==> config.mk <==
export PLATFORM = sky130hd
export DESIGN_NAME = delay_timer_pool
export DESIGN_NICKNAME = d
export VERILOG_FILES = /design/src/sv/dtp_pkg.sv /design/src/sv/dtp_slot.sv /design/src/sv/delay_timer_pool.sv
export SDC_FILE = /design/constraint.sdc
export NUM_CORES = 1
export LEC_CHECK = 0
export BUFFER_PORTS_ARGS = -buffer_cell sky130_fd_sc_hd__buf_2
export CORE_MARGIN = 8
export CORE_UTILIZATION = 50
export CTS_BUF_LIST = sky130_fd_sc_hd__clkbuf_8
export DETAILED_ROUTE_END_ITERATION = 7
export PLACE_DENSITY = 0.67
export SYNTH_ARGS = -nofsm -noshare
export SYNTH_HDL_FRONTEND = slang
export SYNTH_SLANG_ARGS = --single-unit
==> constraint.sdc <==
create_clock -name clk -period 4.55 [get_ports clk]
set_clock_uncertainty 0.2 [all_clocks]
set_input_delay 0.91 -clock clk [delete_from_list [all_inputs] [get_ports clk]]
set_output_delay 0.91 -clock clk [all_outputs]
set_load 0.05 [all_outputs]
==> src/sv/dtp_pkg.sv <==
// ----------------------------------------------------------------------------
// dtp_pkg
// Types and constants shared by the delay timer pool and its checker.
// ----------------------------------------------------------------------------
`timescale 1ns / 1ps

package dtp_pkg;

    // Default pool size and counter width.
    localparam int DTP_NUM_SLOTS   = 10;
    localparam int DTP_COUNT_WIDTH = 32;

    // Fixed field widths.
    localparam int MASK_W       = 10;
    localparam int TICKS_W      = 32;
    localparam int SLOT_W       = 4;
    localparam int PERIOD_W     = 16;
    localparam int ACTION_W     = 2;
    localparam int S_TDATA_W    = 40;
    localparam int M_TDATA_W    = 32;

    localparam logic [PERIOD_W-1:0] FLAG_PERIOD_RESET = 16'd500;

    // Result bit positions inside m_tdata.
    localparam int OUT_GRANTED_LSB = 0;
    localparam int OUT_SLOT_LSB    = 1;
    localparam int OUT_FULL_LSB    = 5;
    localparam int OUT_DONE_LSB    = 6;
    localparam int OUT_BUSY_LSB    = 16;
    localparam int OUT_FLAG_LSB    = 26;

    typedef enum logic [ACTION_W-1:0] {
        ACT_TICK    = 2'd0,
        ACT_ALLOC   = 2'd1,
        ACT_RELEASE = 2'd2,
        ACT_CLEAR   = 2'd3
    } action_t;

    // Command to one slot for the item being processed.
    typedef struct packed {
        logic tick;
        logic load;
        logic clear;
    } slot_cmd_t;

    // Slot status: current state and the state after this cycle's command.
    typedef struct packed {
        logic busy;
        logic done;
        logic busy_next;
        logic done_next;
    } slot_stat_t;

endpackage

==> src/sv/dtp_slot.sv <==
// ----------------------------------------------------------------------------
// dtp_slot
// One countdown slot: busy mark, done mark and remaining tick count.
// ----------------------------------------------------------------------------
`timescale 1ns / 1ps

module dtp_slot
    import dtp_pkg::*;
#(
    parameter int COUNT_WIDTH = DTP_COUNT_WIDTH
)
(
    input  logic                   clk,
    input  logic                   rst_n,
    input  slot_cmd_t              cmd,
    input  logic [COUNT_WIDTH-1:0] load_value,
    output slot_stat_t             stat
);

    logic                   busy_reg, busy_next;
    logic                   done_reg, done_next;
    logic [COUNT_WIDTH-1:0] remaining_reg, remaining_next;

    // Clear has priority, then load, then a countdown step.
    always_comb
    begin
        busy_next      = busy_reg;
        done_next      = done_reg;
        remaining_next = remaining_reg;
        if (cmd.clear)
        begin
            busy_next      = 1'b0;
            done_next      = 1'b0;
            remaining_next = '0;
        end
        else if (cmd.load)
        begin
            busy_next      = 1'b1;
            remaining_next = load_value;
        end
        else if (cmd.tick && busy_reg && !done_reg)
        begin
            // A zero count expires at once; otherwise expire when the step reaches zero.
            if (remaining_reg == '0)
            begin
                done_next = 1'b1;
            end
            else
            begin
                remaining_next = remaining_reg - COUNT_WIDTH'(1);
                if (remaining_reg == COUNT_WIDTH'(1))
                begin
                    done_next = 1'b1;
                end
            end
        end
    end

    always_ff @(posedge clk or negedge rst_n)
    begin
        if (!rst_n)
        begin
            busy_reg      <= 1'b0;
            done_reg      <= 1'b0;
            remaining_reg <= '0;
        end
        else
        begin
            busy_reg      <= busy_next;
            done_reg      <= done_next;
            remaining_reg <= remaining_next;
        end
    end

    assign stat.busy      = busy_reg;
    assign stat.done      = done_reg;
    assign stat.busy_next = busy_next;
    assign stat.done_next = done_next;

endmodule

==> src/sv/delay_timer_pool.sv <==
// ----------------------------------------------------------------------------
// delay_timer_pool
// Pool of countdown delay slots with allocate, release, tick and flag clear.
// ----------------------------------------------------------------------------
// Usage:
// Items arrive on the s_ stream: s_tuser carries the action (tick, allocate,
// release, clear flag), s_tdata the duration, slot index and channel-0 expiry.
// Every accepted item gives exactly one result on the m_ stream with the grant
// outcome, the done and busy masks after the item, and the sticky period flag.
// The user must write the flag period register through cfg_we / cfg_wdata
// only while idle; the block does not enforce it. Each item passes one input
// register, then one pass of slot logic into the result register.
// Throughput is one item per cycle while the receiver takes results; all
// slots update in parallel and the lowest free slot comes from a priority
// encoder in the same pass.
// When the receiver stalls, the result register holds and the input register
// takes one more item; s_tready then drops until the result is taken.
// Reset clears all slots, the prescaler, the flag and both stream stages,
// and loads the flag period with 500.
// ----------------------------------------------------------------------------
`timescale 1ns / 1ps

module delay_timer_pool
    import dtp_pkg::*;
#(
    parameter int NUM_SLOTS   = DTP_NUM_SLOTS,
    parameter int COUNT_WIDTH = DTP_COUNT_WIDTH
)
(
    input  logic                  clk,
    input  logic                  rst_n,
    // Configuration: flag_period
    input  logic                  cfg_we,
    input  logic [PERIOD_W-1:0]   cfg_wdata,
    // Input stream
    input  logic                  s_tvalid,
    output logic                  s_tready,
    input  logic [S_TDATA_W-1:0]  s_tdata,   // delay_ticks[31:0], slot[35:32], prescale_tick[36]
    input  logic [ACTION_W-1:0]   s_tuser,   // action[1:0]
    // Result stream
    output logic                  m_tvalid,
    input  logic                  m_tready,
    output logic [M_TDATA_W-1:0]  m_tdata    // granted[0], grant_slot[4:1], pool_full[5],
                                             // done_mask[15:6], busy_mask[25:16],
                                             // period_flag[26]
);

    localparam int IDX_W = (NUM_SLOTS > 1) ? $clog2(NUM_SLOTS) : 1;

    // Input register stage.
    logic                  in_valid_reg;
    action_t               action_reg;
    logic [TICKS_W-1:0]    ticks_reg;
    logic [SLOT_W-1:0]     slot_reg;
    logic                  ptick_reg;

    // Result register stage.
    logic                  out_valid_reg;
    logic [M_TDATA_W-1:0]  out_data_reg, out_data_next;

    // Control state.
    logic [PERIOD_W-1:0]   period_reg;
    logic [PERIOD_W-1:0]   pcount_reg, pcount_next;
    logic                  flag_reg, flag_next;

    logic                  s_xfer;
    logic                  advance;
    logic [NUM_SLOTS-1:0]  busy_now;
    logic [NUM_SLOTS-1:0]  busy_after;
    logic [NUM_SLOTS-1:0]  done_after;
    logic [MASK_W-1:0]     busy_mask;
    logic [MASK_W-1:0]     done_mask;
    logic [IDX_W-1:0]      free_idx;
    logic                  free_found;
    logic [COUNT_WIDTH-1:0] load_value;
    logic [63:0]           ticks_ext;
    logic [PERIOD_W:0]     pcount_inc;
    slot_cmd_t             cmd [NUM_SLOTS];
    slot_stat_t            stat [NUM_SLOTS];

    // Stream handshakes: the input stage moves on when the result stage is free.
    assign advance  = in_valid_reg && (!out_valid_reg || m_tready);
    assign s_tready = !in_valid_reg || !out_valid_reg || m_tready;
    assign s_xfer   = s_tvalid && s_tready;

    always_ff @(posedge clk or negedge rst_n)
    begin
        if (!rst_n)
        begin
            in_valid_reg <= 1'b0;
        end
        else if (s_xfer)
        begin
            in_valid_reg <= 1'b1;
        end
        else if (advance)
        begin
            in_valid_reg <= 1'b0;
        end
    end

    // Input payload capture.
    always_ff @(posedge clk)
    begin
        if (s_xfer)
        begin
            action_reg <= action_t'(s_tuser);
            ticks_reg  <= s_tdata[TICKS_W-1:0];
            slot_reg   <= s_tdata[TICKS_W+SLOT_W-1:TICKS_W];
            ptick_reg  <= s_tdata[TICKS_W+SLOT_W];
        end
    end

    // Loaded duration keeps only the low COUNT_WIDTH bits.
    assign ticks_ext  = 64'(ticks_reg);
    assign load_value = ticks_ext[COUNT_WIDTH-1:0];

    // Lowest free slot.
    always_comb
    begin
        free_idx   = '0;
        free_found = 1'b0;
        for (int i = NUM_SLOTS - 1; i >= 0; i--)
        begin
            if (!busy_now[i])
            begin
                free_idx   = IDX_W'(i);
                free_found = 1'b1;
            end
        end
    end

    // Slot row with per-slot commands.
    for (genvar g = 0; g < NUM_SLOTS; g++)
    begin : g_slot
        always_comb
        begin
            cmd[g].tick  = advance && (action_reg == ACT_TICK);
            cmd[g].load  = advance && (action_reg == ACT_ALLOC) && free_found
                           && (free_idx == IDX_W'(g));
            cmd[g].clear = advance && (action_reg == ACT_RELEASE)
                           && (32'(slot_reg) == g);
        end

        dtp_slot #(
            .COUNT_WIDTH (COUNT_WIDTH)
        ) u_slot (
            .clk        (clk),
            .rst_n      (rst_n),
            .cmd        (cmd[g]),
            .load_value (load_value),
            .stat       (stat[g])
        );

        assign busy_now[g]   = stat[g].busy;
        assign busy_after[g] = stat[g].busy_next;
        assign done_after[g] = stat[g].done_next;
    end

    // Reported masks cover at most the first MASK_W slots.
    for (genvar m = 0; m < MASK_W; m++)
    begin : g_mask
        if (m < NUM_SLOTS)
        begin : g_live
            assign busy_mask[m] = busy_after[m];
            assign done_mask[m] = done_after[m];
        end
        else
        begin : g_none
            assign busy_mask[m] = 1'b0;
            assign done_mask[m] = 1'b0;
        end
    end

    // Prescaler and sticky period flag.
    assign pcount_inc = {1'b0, pcount_reg} + (PERIOD_W+1)'(1);

    always_comb
    begin
        pcount_next = pcount_reg;
        flag_next   = flag_reg;
        if (advance)
        begin
            case (action_reg)
                ACT_TICK:
                begin
                    if (ptick_reg)
                    begin
                        if (pcount_inc >= {1'b0, period_reg})
                        begin
                            pcount_next = '0;
                            flag_next   = 1'b1;
                        end
                        else
                        begin
                            pcount_next = pcount_inc[PERIOD_W-1:0];
                        end
                    end
                end
                ACT_CLEAR:
                begin
                    flag_next = 1'b0;
                end
                default:
                begin
                    flag_next = flag_reg;
                end
            endcase
        end
    end

    always_ff @(posedge clk or negedge rst_n)
    begin
        if (!rst_n)
        begin
            period_reg <= FLAG_PERIOD_RESET;
            pcount_reg <= '0;
            flag_reg   <= 1'b0;
        end
        else
        begin
            if (cfg_we)
            begin
                period_reg <= cfg_wdata;
            end
            pcount_reg <= pcount_next;
            flag_reg   <= flag_next;
        end
    end

    // Result assembly.
    always_comb
    begin
        out_data_next = '0;
        if (action_reg == ACT_ALLOC)
        begin
            out_data_next[OUT_GRANTED_LSB] = free_found;
            out_data_next[OUT_FULL_LSB]    = !free_found;
            if (free_found)
            begin
                out_data_next[OUT_SLOT_LSB+SLOT_W-1:OUT_SLOT_LSB] = SLOT_W'(free_idx);
            end
        end
        out_data_next[OUT_DONE_LSB+MASK_W-1:OUT_DONE_LSB] = done_mask;
        out_data_next[OUT_BUSY_LSB+MASK_W-1:OUT_BUSY_LSB] = busy_mask;
        out_data_next[OUT_FLAG_LSB]                       = flag_next;
    end

    // Result register.
    always_ff @(posedge clk or negedge rst_n)
    begin
        if (!rst_n)
        begin
            out_valid_reg <= 1'b0;
        end
        else if (advance)
        begin
            out_valid_reg <= 1'b1;
        end
        else if (m_tready)
        begin
            out_valid_reg <= 1'b0;
        end
    end

    always_ff @(posedge clk)
    begin
        if (advance)
        begin
            out_data_reg <= out_data_next;
        end
    end

    assign m_tvalid = out_valid_reg;
    assign m_tdata  = out_data_reg;

endmodule

# After elaboration in Yosys (flattened, before gate mapping)
# Cells that the tools add are included.
classes:
  n_addsub: 11
  mul: 0
  div_mod_pow: 0
  n_lt_le_gt_ge: 1
  n_eq_ne: 41
  n_shift: 0
  mux: 139
  n_bitwise: 0
  reduce_logical: 99
ops:
  columns: ["cell", "n"]
  rows:
  - ["32-bit 2-to-1 mux", 40]
  - ["32-bit by 1-bit == test with 1-bit output, second input constant", 10]
  - ["32-bit zero test", 10]
  - ["32-bit by 1-bit subtractor with 32-bit output, second input constant", 10]
  - ["1-bit 2-to-1 mux", 87]
  - ["1-bit logical AND", 46]
  - ["4-bit 2-to-1 mux", 10]
  - ["4-bit by 3-bit == test with 1-bit output, second input constant", 8]
  - ["3-bit != test, second input constant", 10]
  - ["3-bit nonzero test", 10]
  - ["2-bit AND reduction", 11]
  - ["16-bit by 1-bit adder with 17-bit output, second input constant", 1]
  - ["17-bit by 16-bit greater-or-equal comparator with 1-bit output", 1]
  - ["4-bit by 2-bit == test with 1-bit output, second input constant", 4]
  - ["4-bit == test, second input constant", 4]
  - ["16-bit 2-to-1 mux", 1]
  - ["1-bit zero test", 13]
  - ["4-bit by 1-bit == test with 1-bit output, second input constant", 2]
  - ["4-bit zero test", 2]
  - ["2-bit == test, second input constant", 2]
  - ["2-bit nonzero test", 2]
  - ["1-bit logical OR", 3]
  - ["3-bit AND reduction", 1]
  - ["2-bit by 1-bit == test with 1-bit output, second input constant", 1]
  - ["other kinds (2)", 2]
word_totals:
  ff_bits: 441
  latch_bits: 0
  ramBits: 0
  romBits: 0
  input_bits: 63
  out_inout_bits: 34
  elab_cells: 333
  mem_count: 0

# Longest topological paths before layout
logic_depth:
  word_depth: 14
  depth_mapped: 16
  mapped_depth_nobuf: 13

# Cells and area by module
# Synthesis repeated with hierarchy kept, for this count alone.
unflattened:
  cells_unflattened: 2954
  hier_area_um2: 27448.8
by_module_without_submodules:
  columns: ["mod", "instances", "cells_each", "area_per_inst_um2", "seq_area_each_um2"]
  rows:
  - ["dtp_slot at g_slot[0].u_slot ...", 5, 256, 2351.0, 850.8]
  - ["dtp_slot at g_slot[5].u_slot ...", 4, 262, 2248.4, 850.8]
  - ["delay_timer_pool", 1, 364, 4455.5, 2865.2]
  - ["dtp_slot at g_slot[9].u_slot", 1, 262, 2244.7, 850.8]

# Worst setup path before layout
# No wires, ideal clock.
synth_timing:
  path_type: "reg-to-reg"
  startpoint: "reg pcount_reg[0]"
  endpoint: "reg out_data_reg[26] (netlist: m_tdata[26]) (data pin)"
  setup_ps: 258
  t_arrival_ps: 3337
  required_time_ps: 4092
  path_slack_ps: 755
  path_stages_with_launch: 14
  n_path_buf: 2
  synth_period_minus_slack_ps: 3795
  path_cell_list: "dfrtp_1 ha_1 and4_1 nand3_1 or2_2 xnor2_1 ha_1 a21o_1 a2111oi_0 o211ai_1 or3_1 clkbuf_1 clkbuf_1 o21a_1"
synth_between:
  elab_chain_len: 6
synth_rtl:
  columns: ["element", "line", "text"]
  rows:
  - ["start: declaration", "delay_timer_pool.sv:63", "logic [PERIOD_W-1:0] pcount_reg, pcount_next;"]
  - ["start signal: assignment", "delay_timer_pool.sv:226", "pcount_reg <= pcount_next;"]
  - ["16-bit by 1-bit adder with 17-bit output", "delay_timer_pool.sv:176", "assign pcount_inc = {1'b0, pcount_reg} + (PERIOD_W+1)'(1);"]
  - ["17-bit by 16-bit greater-or-equal comparator with 1-bit output", "delay_timer_pool.sv:189", "if (pcount_inc >= {1'b0, period_reg})"]
  - ["1-bit 2-to-1 mux", "delay_timer_pool.sv:189", null]
  - ["1-bit 2-to-1 mux", "delay_timer_pool.sv:187", "if (ptick_reg)"]
  - ["1-bit one-hot mux with 2 select lines", "delay_timer_pool.sv:184", "case (action_reg)"]
  - ["1-bit 2-to-1 mux", "delay_timer_pool.sv:182", "if (advance)"]
  - ["via flag_next", "delay_timer_pool.sv:64", "logic flag_reg, flag_next;"]
  - ["end signal: assignment", "delay_timer_pool.sv:270", "out_data_reg <= out_data_next;"]
  - ["end: declaration", "delay_timer_pool.sv:59", "logic [M_TDATA_W-1:0] out_data_reg, out_data_next;"]
# The timed path passes the listed nets, and every way through them passes these cells.
# A chain may end at the register's enable or synchronous reset.

# Worst setup path in the final report
# Ends and elaborated chain as after synthesis.

==> flow_summary.yaml <==
timing:
  drv_slew: 0
  rsz0062_at_grt: "no"
  worst_slew_pin_slew_ns: 1.26
  fin_crit_sh_pct: 89.5
  hold_viol_final: 0
  period_minus_slack_ns: 4.07
  fmax_mhz: 246
  holdWs_ns: 0.0272
  fin_tns_setup_ns: 0
  finalSetupViolCount: 0
  relSlewSlack_pct: 16.3
floorplanning:
  dieWidth_um: 241
  fp.coreArea_um2: 50000
  rows: 82
  die_area_um2: 57900
  initial_core_util_pct: 50.5
  ioPinCount: 97
  die_h_um: 241
yosys:
  yosysSeqAreaShare_pct: 45.1
  synth_edf_count: 66
  ys_top_cells_by_area: "dfrtp_1, edfxtp_1, o21ai_0, a21oi_1, xor2_1"
  syn-cell-area_um2: 25200
  ys_async_sr_fraction_pct: 85.0
  synth.avg_cell_area_um2: 9.00
  ys_ff_latch: 441
  yosysTopAreaCellShare_pct: 36.6
  ys_warn_count: 0
  synth_commonest_cells: "dfrtp_1, o21ai_0, a21oi_1"
  synth_cell_types: 84
  synth_top_cell_by_area: "dfrtp_1"
  synth_cells: 2803
  yosysMostFrequentCell: "dfrtp_1"
  synthFlopType: "dfrtp_1"
detailed_routing:
  ant_nets: 0
  avgViaCountPerCell: 6.43
  wire_per_inst_um: 22.8
  wirelength_um: 81700
  dr.pass1.iters: 8
  vias: 23100
  drc: 0
  drtIter0Drc: 2571
global_route:
  grtUsageTotal_pct: 27.9
  grt_max_degree: 80
  first_global_vias: 22300
  antenna_found_initial: 5
  grt_pass1_wl_um: 126000
  grt-ovfl-total: 0
cts:
  clock_path_buffers: 3
  ctsHoldBuffers: 0
  htreeDepth: 3
  clock_latency_ns: 0.67
  cts_tree: "yes"
  clockRootBuffer: "clkbuf_8"
  cts.sinks: 441
  path_clk_slew_ns: 0.06
  cts_buffers: 81
cells_and_area:
  largest_reg_flops: 320
  post-route-util_pct: 55.9
  nNetsFinal: 2948
  drive_above_1_share_pct: 11.0
  fill_cells: 4568
  synthToLayoutAreaGrowth_pct: 10.7
job:
  cap_violations: 0
placed_design:
  port_buffers: 88
  dp_hpwl_um: 52000
  place.gp.congestion: 0.929
critical_path:
  cp_data_arrival_time_ns: 4.28
  start_kind: "register"
  worstSetupPathType: "register to register"
  critPathCaptureType: "register"
  critPathRequiredTime_ns: 4.76
  r2r-start: "pcount_reg[0]$_DFFE_PN0P_"
  cp_max_fo: 16
  reg2reg_setup_slack_ns: 0.48
  worstRegToRegCells: 13
  r2r_end: "m_tdata[26]$_DFFE_PP_"
pwr:
  irDropWorstVdd_v: 0.000449
  p_leak_uw: 0.0116
  p_per_area_nw_per_um2: 578
min_path:
  min_path_type: "primary input to asynchronous set/reset pin"
outcome:
  status: "finished, final reports clean"
==> through the flow <==
stage / setup slack [ns] / area, um2 / total power, uW / cells
floorplan: 0.755 / 25200 / 10600 / 2807
global placement: 0.401 / 26300 / 12000 / 3434
detailed placement: 0.340 / 26300 / 12200 / 3434
CTS: 0.325 / 27900 / 16100 / 3583
global route: 0.161 / 27900 / 17200 / 3583
finish: 0.479 / 27900 / 16100 / 3588
==> worst max-delay path by stage <==
stage | start | to | slack (ns) | depth (start not counted)
4_1_cts | pcount_reg[0]$_DFFE_PN0P_ | m_tdata[26]$_DFFE_PP_ | 0.32 | 11
3_3_place_gp | pcount_reg[0]$_DFFE_PN0P_ | m_tdata[26]$_DFFE_PP_ | 0.40 | 11
2_1_floorplan | pcount_reg[0]$_DFFE_PN0P_ | m_tdata[26]$_DFFE_PP_ | 0.75 | 13
6_report | pcount_reg[0]$_DFFE_PN0P_ | m_tdata[26]$_DFFE_PP_ | 0.48 | 13
5_1_grt | pcount_reg[0]$_DFFE_PN0P_ | pcount_reg[12]$_DFFE_PN0P_ | 0.16 | 13
3_5_place_dp | pcount_reg[0]$_DFFE_PN0P_ | m_tdata[26]$_DFFE_PP_ | 0.34 | 11
==> cell type report <==
type                    count  area [um2]  share of cell area (%)
well taps                 672         841                    3.01
diodes                      5        12.5                  0.0448
clock buffers              93        1280                    4.58
inverters                  60         225                   0.806
repair buffers            152        1010                    3.60
multi-input cells        2109       12900                    46.1
flip-flops and latches    441       11400                    40.7
clock inverters            56         312                    1.12
==> power breakdown <==
group	internal [uW]	total, uW	leakage (uW)	switching, uW
sequential	5150	6480	0.00544	1330
clock	2030	3770	0.000938	1730
combinational	2300	5890	0.00519	3590
total	9480	16100	0.0116	6660
==> worst max-delay path, cell delays in order (launching register included) <==
cell and delay (ns):
dfrtp_1 0.43, ha_1 0.29, and4_1 0.24, nand3_1 0.16
or2_2 0.38, nor2_1 0.21, xor2_1 0.20, ha_1 0.26
o21ai_0 0.26, nor3_1 0.12, o31ai_1 0.08, o211ai_1 0.23
or3_4 0.53, o21a_1 0.22
==> per-layer routing <==
metal  GRT usage, %  wire [um]  up-vias
met5              0          0        -
met3           6.39       8010      201
met1           37.6      33900    11200
met4           13.3       3440        0
met2           42.3      36300     1197
li1               -          -    10500
==> what timing repair did <==
item / in CTS / in global routing
resized for setup: 0 / 1
endpoints found under the setup margin: 0 / 1
buffers inserted: 0 / 0
==> cell usage in the layout (no fill, tap or decap), types with 40 or more instances in the layout <==
master / synthesis / final
inv_1: 60 / 91
o21ai_0: 267 / 267
or3_1: 45 / 44
xnor2_1: 104 / 104
ha_1: 40 / 40
nor3_1: 122 / 121
clkbuf_8: 0 / 93
nor2_1: 201 / 199
edfxtp_1: 66 / 66
buf_2: 9 / 87
nand2_1: 186 / 186
nor4_1: 96 / 95
a21oi_1: 257 / 257
nand3_1: 115 / 115
dfrtp_1: 369 / 369
nand4_1: 53 / 53
or4_1: 49 / 49
xor2_1: 115 / 115
a211oi_1: 47 / 47
buf_4: 6 / 58
==> logic make-up (layout without fill, tap and decap cells) <==
family	Yosys count	after routing	synth area share [%]
AND/OR/NAND/NOR	1039	1039	22.0
AO/OA/AOI/OAI	774	774	18.0
flip-flops	441	441	45.1
buffers and inverters	257	361	3.99
XOR/XNOR	219	219	7.60
adder cells (fa/ha/maj)	40	40	1.98
multiplexers	32	32	1.28
other	1	10	0.0149
No activity file was read; power rests on OpenSTA's default activity.
